`src/rtl/assert_macros.svh`:
```
// assertion macros used by the controller of the path heading and curvature block
`ifndef ASSERT_MACROS_SVH
`define ASSERT_MACROS_SVH

// property must hold at every clock edge out of reset
`define ASSERT_AT(lbl, clk, rst_n, prop, msg) \
  lbl: assert property (@(posedge clk) disable iff (!rst_n) (prop)) else $error(msg);

// condition must never be seen at a clock edge out of reset
`define ASSERT_NEVER(lbl, clk, rst_n, cond, msg) \
  lbl: assert property (@(posedge clk) disable iff (!rst_n) !(cond)) else $error(msg);

`endif

```
`src/rtl/phc_pkg.sv`:
```
// shared types, constants and the arctangent table of the heading and curvature block
`default_nettype none

package phc_pkg;

  localparam int CURV_WIDTH      = 32;
  localparam int QUOT_BITS       = 31;
  localparam int CURV_SHIFT      = 40;
  localparam int SQRT_SHIFT      = 32;
  localparam int CORDIC_PRESHIFT = 24;
  localparam int ANGLE_WIDTH     = 32;
  localparam int ANGLE_IDX_W     = 5;
  localparam int MUL_STEPS       = 4;

  localparam logic [ANGLE_WIDTH-1:0] Z_QUARTER       = 32'h4000_0000;
  localparam logic [ANGLE_WIDTH-1:0] Z_THREE_QUARTER = 32'hC000_0000;

  localparam logic signed [CURV_WIDTH-1:0] CURV_MAX = 32'sh7FFF_FFFF;
  localparam logic signed [CURV_WIDTH-1:0] CURV_MIN = 32'sh8000_0000;

  typedef enum logic [1:0] {
    STAT_OK,
    STAT_SAT,
    STAT_DEGEN,
    STAT_SHORT
  } status_e;

  typedef enum logic [2:0] {
    MS_DXX,
    MS_DYY,
    MS_P1,
    MS_P2,
    MS_B00,
    MS_B01,
    MS_B10,
    MS_B11
  } mul_sel_e;

  typedef enum logic [2:0] {
    CS_IDLE,
    CS_SETUP,
    CS_MULA,
    CS_SQRT,
    CS_MULB,
    CS_DIV,
    CS_EMIT
  } ctrl_state_e;

  typedef struct packed {
    logic     load;
    logic     setup;
    logic     front;
    logic     mul_en;
    mul_sel_e mul_sel;
    logic     acc_en;
    logic     sqrt_init;
    logic     sqrt_step;
    logic     div_init;
    logic     div_step;
    logic     emit;
    logic     short_res;
    logic     out_last;
  } cmd_t;

  typedef struct packed {
    logic out_free;
    logic cordic_done;
    logic degen;
  } dp_stat_t;

  // atan(2^-i) with 2^31 = pi
  function automatic logic [ANGLE_WIDTH-1:0] cordic_angle(input logic [ANGLE_IDX_W-1:0] idx);
    logic [ANGLE_WIDTH-1:0] a;
    case (idx)
      5'd0:    a = 32'd536870912;
      5'd1:    a = 32'd316933406;
      5'd2:    a = 32'd167458907;
      5'd3:    a = 32'd85004756;
      5'd4:    a = 32'd42667331;
      5'd5:    a = 32'd21354465;
      5'd6:    a = 32'd10679838;
      5'd7:    a = 32'd5340245;
      5'd8:    a = 32'd2670163;
      5'd9:    a = 32'd1335087;
      5'd10:   a = 32'd667544;
      5'd11:   a = 32'd333772;
      5'd12:   a = 32'd166886;
      5'd13:   a = 32'd83443;
      5'd14:   a = 32'd41722;
      5'd15:   a = 32'd20861;
      5'd16:   a = 32'd10430;
      5'd17:   a = 32'd5215;
      5'd18:   a = 32'd2608;
      5'd19:   a = 32'd1304;
      5'd20:   a = 32'd652;
      5'd21:   a = 32'd326;
      5'd22:   a = 32'd163;
      5'd23:   a = 32'd81;
      default: a = '0;
    endcase
    return a;
  endfunction

endpackage

`default_nettype wire

```
`src/rtl/phc_ctrl.sv`:
```
// controller that tracks the path position and sequences the datapath per result
`default_nettype none
`include "assert_macros.svh"

module phc_ctrl #(
  parameter int COORD_WIDTH = 24
) (
  input  wire logic              clk_i,
  input  wire logic              rst_ni,
  input  wire logic              in_valid_i,
  input  wire logic              in_last_i,
  output logic                   in_ready_o,
  output phc_pkg::cmd_t          cmd_o,
  input  wire phc_pkg::dp_stat_t stat_i
);

  localparam int RW   = COORD_WIDTH + 1 + phc_pkg::SQRT_SHIFT / 2;
  localparam int CNTW = $clog2(RW + 1);

  phc_pkg::ctrl_state_e state_q, state_d;
  logic [CNTW-1:0] cnt_q, cnt_d;
  logic [1:0] seen_q, seen_d;
  logic last_q, last_d, short_q, short_d, rep_q, rep_d;
  logic recalc_q, recalc_d, front_q, front_d, olast_q, olast_d;
  logic emit_ok;

  assign emit_ok = stat_i.out_free && stat_i.cordic_done;

  always_comb begin
    state_d  = state_q;
    cnt_d    = cnt_q;
    seen_d   = seen_q;
    last_d   = last_q;
    short_d  = short_q;
    rep_d    = rep_q;
    recalc_d = recalc_q;
    front_d  = front_q;
    olast_d  = olast_q;
    case (state_q)
      phc_pkg::CS_IDLE: begin
        if (in_valid_i) begin
          last_d = in_last_i;
          case (seen_q)
            2'd0: begin
              if (in_last_i) begin
                state_d  = phc_pkg::CS_EMIT;
                short_d  = 1'b1;
                olast_d  = 1'b1;
                rep_d    = 1'b0;
                recalc_d = 1'b0;
              end else begin
                seen_d = 2'd1;
              end
            end
            2'd1: begin
              if (in_last_i) begin
                state_d  = phc_pkg::CS_EMIT;
                short_d  = 1'b1;
                olast_d  = 1'b0;
                rep_d    = 1'b1;
                recalc_d = 1'b0;
                seen_d   = 2'd0;
              end else begin
                seen_d = 2'd2;
              end
            end
            default: begin
              // third point gives the first two results, later points one each, a final one two
              state_d  = phc_pkg::CS_SETUP;
              seen_d   = in_last_i ? 2'd0 : 2'd3;
              short_d  = 1'b0;
              olast_d  = 1'b0;
              front_d  = (seen_q == 2'd3);
              rep_d    = (seen_q == 2'd3) && in_last_i;
              recalc_d = (seen_q == 2'd2);
            end
          endcase
        end
      end
      phc_pkg::CS_SETUP: begin
        state_d = phc_pkg::CS_MULA;
        cnt_d   = '0;
      end
      phc_pkg::CS_MULA: begin
        if (cnt_q == '0 && stat_i.degen) begin
          state_d = phc_pkg::CS_EMIT;
        end else if (cnt_q == CNTW'(phc_pkg::MUL_STEPS)) begin
          state_d = phc_pkg::CS_SQRT;
          cnt_d   = '0;
        end else begin
          cnt_d = cnt_q + 1'b1;
        end
      end
      phc_pkg::CS_SQRT: begin
        if (cnt_q == CNTW'(RW)) begin
          state_d = phc_pkg::CS_MULB;
          cnt_d   = '0;
        end else begin
          cnt_d = cnt_q + 1'b1;
        end
      end
      phc_pkg::CS_MULB: begin
        if (cnt_q == CNTW'(phc_pkg::MUL_STEPS)) begin
          state_d = phc_pkg::CS_DIV;
          cnt_d   = '0;
        end else begin
          cnt_d = cnt_q + 1'b1;
        end
      end
      phc_pkg::CS_DIV: begin
        if (cnt_q == CNTW'(phc_pkg::QUOT_BITS)) begin
          state_d = phc_pkg::CS_EMIT;
        end else begin
          cnt_d = cnt_q + 1'b1;
        end
      end
      phc_pkg::CS_EMIT: begin
        if (emit_ok) begin
          if (rep_q) begin
            // final point repeats the values of the one before it
            rep_d   = 1'b0;
            olast_d = 1'b1;
          end else if (recalc_q) begin
            recalc_d = 1'b0;
            front_d  = 1'b1;
            olast_d  = last_q;
            state_d  = phc_pkg::CS_SETUP;
          end else begin
            state_d = phc_pkg::CS_IDLE;
          end
        end
      end
      default: state_d = phc_pkg::CS_IDLE;
    endcase
  end

  always_comb begin
    cmd_o           = '0;
    cmd_o.front     = front_q;
    cmd_o.short_res = short_q;
    cmd_o.out_last  = olast_q;
    cmd_o.mul_sel   = phc_pkg::MS_DXX;
    in_ready_o      = 1'b0;
    case (state_q)
      phc_pkg::CS_IDLE: begin
        in_ready_o = 1'b1;
        cmd_o.load = in_valid_i;
      end
      phc_pkg::CS_SETUP: cmd_o.setup = 1'b1;
      phc_pkg::CS_MULA: begin
        cmd_o.mul_en = (cnt_q < CNTW'(phc_pkg::MUL_STEPS));
        cmd_o.acc_en = (cnt_q != '0);
        case (cnt_q[1:0])
          2'd0:    cmd_o.mul_sel = phc_pkg::MS_DXX;
          2'd1:    cmd_o.mul_sel = phc_pkg::MS_DYY;
          2'd2:    cmd_o.mul_sel = phc_pkg::MS_P1;
          default: cmd_o.mul_sel = phc_pkg::MS_P2;
        endcase
      end
      phc_pkg::CS_SQRT: begin
        cmd_o.sqrt_init = (cnt_q == '0);
        cmd_o.sqrt_step = (cnt_q != '0);
      end
      phc_pkg::CS_MULB: begin
        cmd_o.mul_en = (cnt_q < CNTW'(phc_pkg::MUL_STEPS));
        cmd_o.acc_en = (cnt_q != '0);
        case (cnt_q[1:0])
          2'd0:    cmd_o.mul_sel = phc_pkg::MS_B00;
          2'd1:    cmd_o.mul_sel = phc_pkg::MS_B01;
          2'd2:    cmd_o.mul_sel = phc_pkg::MS_B10;
          default: cmd_o.mul_sel = phc_pkg::MS_B11;
        endcase
      end
      phc_pkg::CS_DIV: begin
        cmd_o.div_init = (cnt_q == '0);
        cmd_o.div_step = (cnt_q != '0);
      end
      phc_pkg::CS_EMIT: cmd_o.emit = emit_ok;
      default: ;
    endcase
  end

  always_ff @(posedge clk_i or negedge rst_ni) begin
    if (!rst_ni) begin
      state_q  <= phc_pkg::CS_IDLE;
      cnt_q    <= '0;
      seen_q   <= '0;
      last_q   <= 1'b0;
      short_q  <= 1'b0;
      rep_q    <= 1'b0;
      recalc_q <= 1'b0;
      front_q  <= 1'b0;
      olast_q  <= 1'b0;
    end else begin
      state_q  <= state_d;
      cnt_q    <= cnt_d;
      seen_q   <= seen_d;
      last_q   <= last_d;
      short_q  <= short_d;
      rep_q    <= rep_d;
      recalc_q <= recalc_d;
      front_q  <= front_d;
      olast_q  <= olast_d;
    end
  end

  `ASSERT_AT(a_emit_into_free, clk_i, rst_ni, cmd_o.emit |-> stat_i.out_free, "emit while output full")
  `ASSERT_AT(a_seen_only_on_beat, clk_i, rst_ni, !(in_valid_i && in_ready_o) |=> $stable(seen_q), "point count moved without a beat")
  `ASSERT_AT(a_repeat_stays, clk_i, rst_ni, (cmd_o.emit && rep_q) |=> (state_q == phc_pkg::CS_EMIT) && olast_q, "repeat result not marked last")
  `ASSERT_NEVER(a_rep_and_recalc, clk_i, rst_ni, rep_q && recalc_q, "repeat and recompute both pending")

endmodule

`default_nettype wire

```
`config.mk`:
```
export PLATFORM = sky130hd
export DESIGN_NAME = phc_ctrl
export DESIGN_NICKNAME = d
export VERILOG_FILES = /design/src/rtl/phc_pkg.sv /design/src/rtl/phc_ctrl.sv
export VERILOG_INCLUDE_DIRS = /design/src /design/src/rtl
export SDC_FILE = /design/constraint.sdc
export NUM_CORES = 1
export LEC_CHECK = 0
export BUFFER_PORTS_ARGS = -buffer_cell sky130_fd_sc_hd__clkbuf_2
export CAP_MARGIN = 5
export CORE_ASPECT_RATIO = 1.2
export CORE_MARGIN = 5
export CORE_UTILIZATION = 45
export CTS_CLUSTER_SIZE = 30
export DETAILED_ROUTE_END_ITERATION = 8
export PLACE_DENSITY = 0.67
export RECOVER_POWER = 100
export SLEW_MARGIN = 25
export SYNTH_ARGS = -nofsm -noshare
export SYNTH_HDL_FRONTEND = slang
export SYNTH_SLANG_ARGS = --single-unit
export TNS_END_PERCENT = 100
```
`constraint.sdc`:
```
create_clock -name clk_i -period 3.7 [get_ports clk_i]
set_input_delay 0.37 -clock clk_i [delete_from_list [all_inputs] [get_ports clk_i]]
set_output_delay 0.37 -clock clk_i [all_outputs]
set_load 0.1 [all_outputs]
```
==> results.tsv <==
stage	metric	value	unit
floorplanning	Die H	67.4	um
yosys	XOR/XNOR share of the synthesized area	0.709	%
timing	period utilization	81.3	%
yosys	Cell variety after synth	44	
worst_setup_path	Worst Path Arrival	2.64	ns
detailed_routing	vias	1168	
yosys	top_reg_cell synth	dfrtp_1	
detailed_routing	WL/cell	14.5	um
cts	worst skew pair latency	0.29	ns
yosys	Post-synth EDFFs	0	
detailed_routing	vias per cell	5.93	
cts	clock root buffer	clkbuf_4	
timing	f_max	333	MHz
timing	final setup TNS	0	ns
worst_setup_path	critical-path cell list	nand2b_1 > and2_0 > nor2_1 > and2_1 > clkbuf_1	
yosys	adder-cell share of the synthesized area	4.05	%
yosys	mux share of post-synthesis cell area	3.95	%
cts	# H-tree levels	1	
yosys	yosys warns	0	
grt	largest net degree at the start of global routing	21	
detailed_routing	Routed Antenna Nets	0	
grt	first-pass GRT wire length	4810	um
worst_setup_path	Critical Path Sink Type	output pin	
worst_setup_path	Worst Path Max Fanout	17	
detailed_routing	first drt pass iteration count	4	
grt	initial antenna violation count	0	
cts	CTS tree	yes	
grt	total global routing overflow	0	
cts	clk sink count	17	
yosys	Post-synth ARST share	100	%
detailed_routing	initial drt markers	32	
cts	clk buf depth	2	
worst_setup_path	Max stage delay cell, worst path	clkbuf_1	
detailed_routing	WL final	2860	um
worst_setup_path	CP bufs+invs	1	
floorplanning	core area	2580	sq um
yosys	largest family of logic cells by synthesized area	simple AND/OR/NAND/NOR gates	
worst_setup_path	crit path kind	flip-flop to output pin	
yosys	Simple-Gate Fraction of Synth Area	25.6	%
grt	gr usage total	15.8	%
yosys	Post-Syn Area	1230	sq um
yosys	Area contributors post-synth	dfrtp_1, nand2_1, a21oi_1, ha_1, nor2_1	
floorplanning	IO Pins	23	
placement	port buffer count	22	
timing	worst-margin pin slew	1.18	ns
min_path	Hold Path Class	input port to async pin	
floorplanning	DIE AREA	3900	sq um
yosys	Yosys reg bits	17	
worst_setup_path	Worst setup SP type	flip-flop	
yosys	syn nets	160	
cts	Worst-path clk slew	0.11	ns
cts	Num CTS Buffers	3	
grt	number of global-route vias before repair	1125	
floorplanning	Die X	57.8	um
timing	RSZ-0062 raised after global routing	no	
detailed_routing	DRC Markers	0	
placement	DP Wirelength	2120	um
yosys	mean post-synth cell area	8.29	sq um
timing	relative slew slack	21.6	%
timing	final worst path period need	3.01	ns
floorplanning	num rows	20	
final_layout	Area Growth Syn to Fin	6.28	%
placement	final RePlAce weighted congestion	0.822	
yosys	cell taking the most area after synthesis	dfrtp_1	
timing	Final setup viols	0	
yosys	sequential-to-total area share from yosys stat	34.4	%
worst_setup_path	Top delay family on crit path	simple AND/OR/NAND/NOR gates	
timing	Final Max Tran Viols	0	
cts	post-cts sizing count	0	
yosys	Mapped Cells	149	
final_layout	n_diodes	0	
timing	skew final	0.00863	ns
cts	post-CTS setup buffers	0	
worst_setup_path	Critical Path Max Stage Delay	0.86	ns
timing	Final Hold Fails	0	
job	max-cap violations	0	
run_status	outcome	finished, final reports clean	
yosys	Compound-Gate Fraction of Synth Area	23.5	%
floorplanning	starting density of the core	47.9	%
cts	hold buffer count at cts	0	
yosys	Synth top area share	34.4	%
final_layout	nets	176	
final_layout	share of cells above drive strength 1	10.4	%
worst_setup_path	Critical Path RT	3.33	ns
==> path summary, 6_finish.rpt <==
check	startpoint	to	slack (ns)	cells after the start
max in group asynchronous	rst_ni	cnt_q[0]	2.95	1
worst min register to register	front_q	front_q	0.51	2
worst max register to register	state_q[1]	cnt_q[3]	1.23	5
min in group clk_i	in_last_i	seen_q[1]	0.34	2
worst min-delay path	rst_ni	state_q[2]	0.18	1
worst max-delay path	state_q[1]	cmd_o[11]	0.69	5
==> cell usage in the layout, fill, tap and decap left out, drive strengths merged <==
master | synthesis | routed
o311a | 1 | 1
o211a | 1 | 1
clkbuf | 5 | 25
a22oi | 1 | 1
nand4 | 2 | 2
a2bb2oi | 1 | 1
nor4 | 3 | 3
dfrtp | 17 | 17
o21a | 2 | 2
o22ai | 2 | 2
or3b | 1 | 1
o22a | 1 | 1
nand3 | 7 | 7
a311oi | 1 | 1
or3 | 1 | 1
mux2 | 4 | 4
ha | 4 | 4
clkinv | 0 | 1
nor3 | 8 | 8
a32oi | 1 | 1
nor2b | 2 | 2
o311ai | 3 | 3
o21ai | 10 | 10
o31ai | 3 | 3
xnor2 | 1 | 1
and2 | 4 | 4
and3 | 1 | 1
o211ai | 2 | 2
or4b | 1 | 1
a21o | 2 | 2
inv | 7 | 7
nand2 | 16 | 16
a21oi | 11 | 11
and3b | 1 | 1
nor2 | 11 | 11
nand2b | 3 | 3
o221ai | 1 | 1
or2 | 1 | 1
==> flip-flops by register name, indices dropped and copies added (netlist names) <==
signal    flops
cnt_q         6
state_q       3
seen_q        2
front_q       1
last_q        1
olast_q       1
recalc_q      1
rep_q         1
short_q       1
==> cell usage after synthesis (2+ instances only) <==
master / number
o22ai_1: 2
and2_1: 4
ha_1: 4
o211ai_1: 2
inv_1: 7
nand2_1: 15
a21o_1: 2
nor4_1: 3
buf_6: 2
nor2b_1: 2
mux2_2: 3
nor3_1: 8
o21ai_1: 2
o21ai_0: 8
nand4_1: 2
o21a_1: 2
buf_4: 3
nand2b_1: 3
o31ai_1: 3
nand3_1: 7
nor2_1: 11
dfrtp_1: 17
clkbuf_1: 5
o311ai_1: 2
a21oi_1: 11
==> per-stage QoR <==
step | setup WS (ns) | cell area (sq um) | instances | hold WS, ns | util [%]
3_3_place_gp | 1.43 | 1320 | 193 | 0.332 | 51.1
6_report | 0.693 | 1310 | 197 | 0.176 | 50.9
5_1_grt | 0.516 | 1310 | 197 | 0.279 | 50.9
4_1_cts | 1.03 | 1350 | 197 | 0.0118 | 52.2
3_5_place_dp | 1.37 | 1320 | 193 | 0.338 | 51.1
2_1_floorplan | 0.433 | 1230 | 149 | 0.0744 | -
==> layer usage <==
layer / vias up / part of all wire (%) / GRT usage, %
met5: - / 0 / 0
met4: 0 / 1.0 / 6.67
met3: 4 / 5.2 / 3.25
met2: 32 / 50 / 28.0
met1: 558 / 44 / 18.3
li1: 574 / - / -
==> cell type report <==
class | instances | area, sq um
well taps | 33 | 41.3
repair buffers | 22 | 90.1
clock inverters | 1 | 5.00
flip-flops and latches | 17 | 425
multi-input cells | 114 | 702
clock buffers | 3 | 22.5
inverters | 7 | 26.3
fillers | 276 | 1260
==> kinds of logic after synthesis <==
group | after synthesis
simple gates | 62
compound gates | 43
buf+inv | 18
flops | 17
mux | 4
fa+ha+maj | 4
xor+xnor | 1
Power is left out: the tool's default activity adds up to more than one toggle a clock period on the data nets, which glitch-free logic cannot reach.
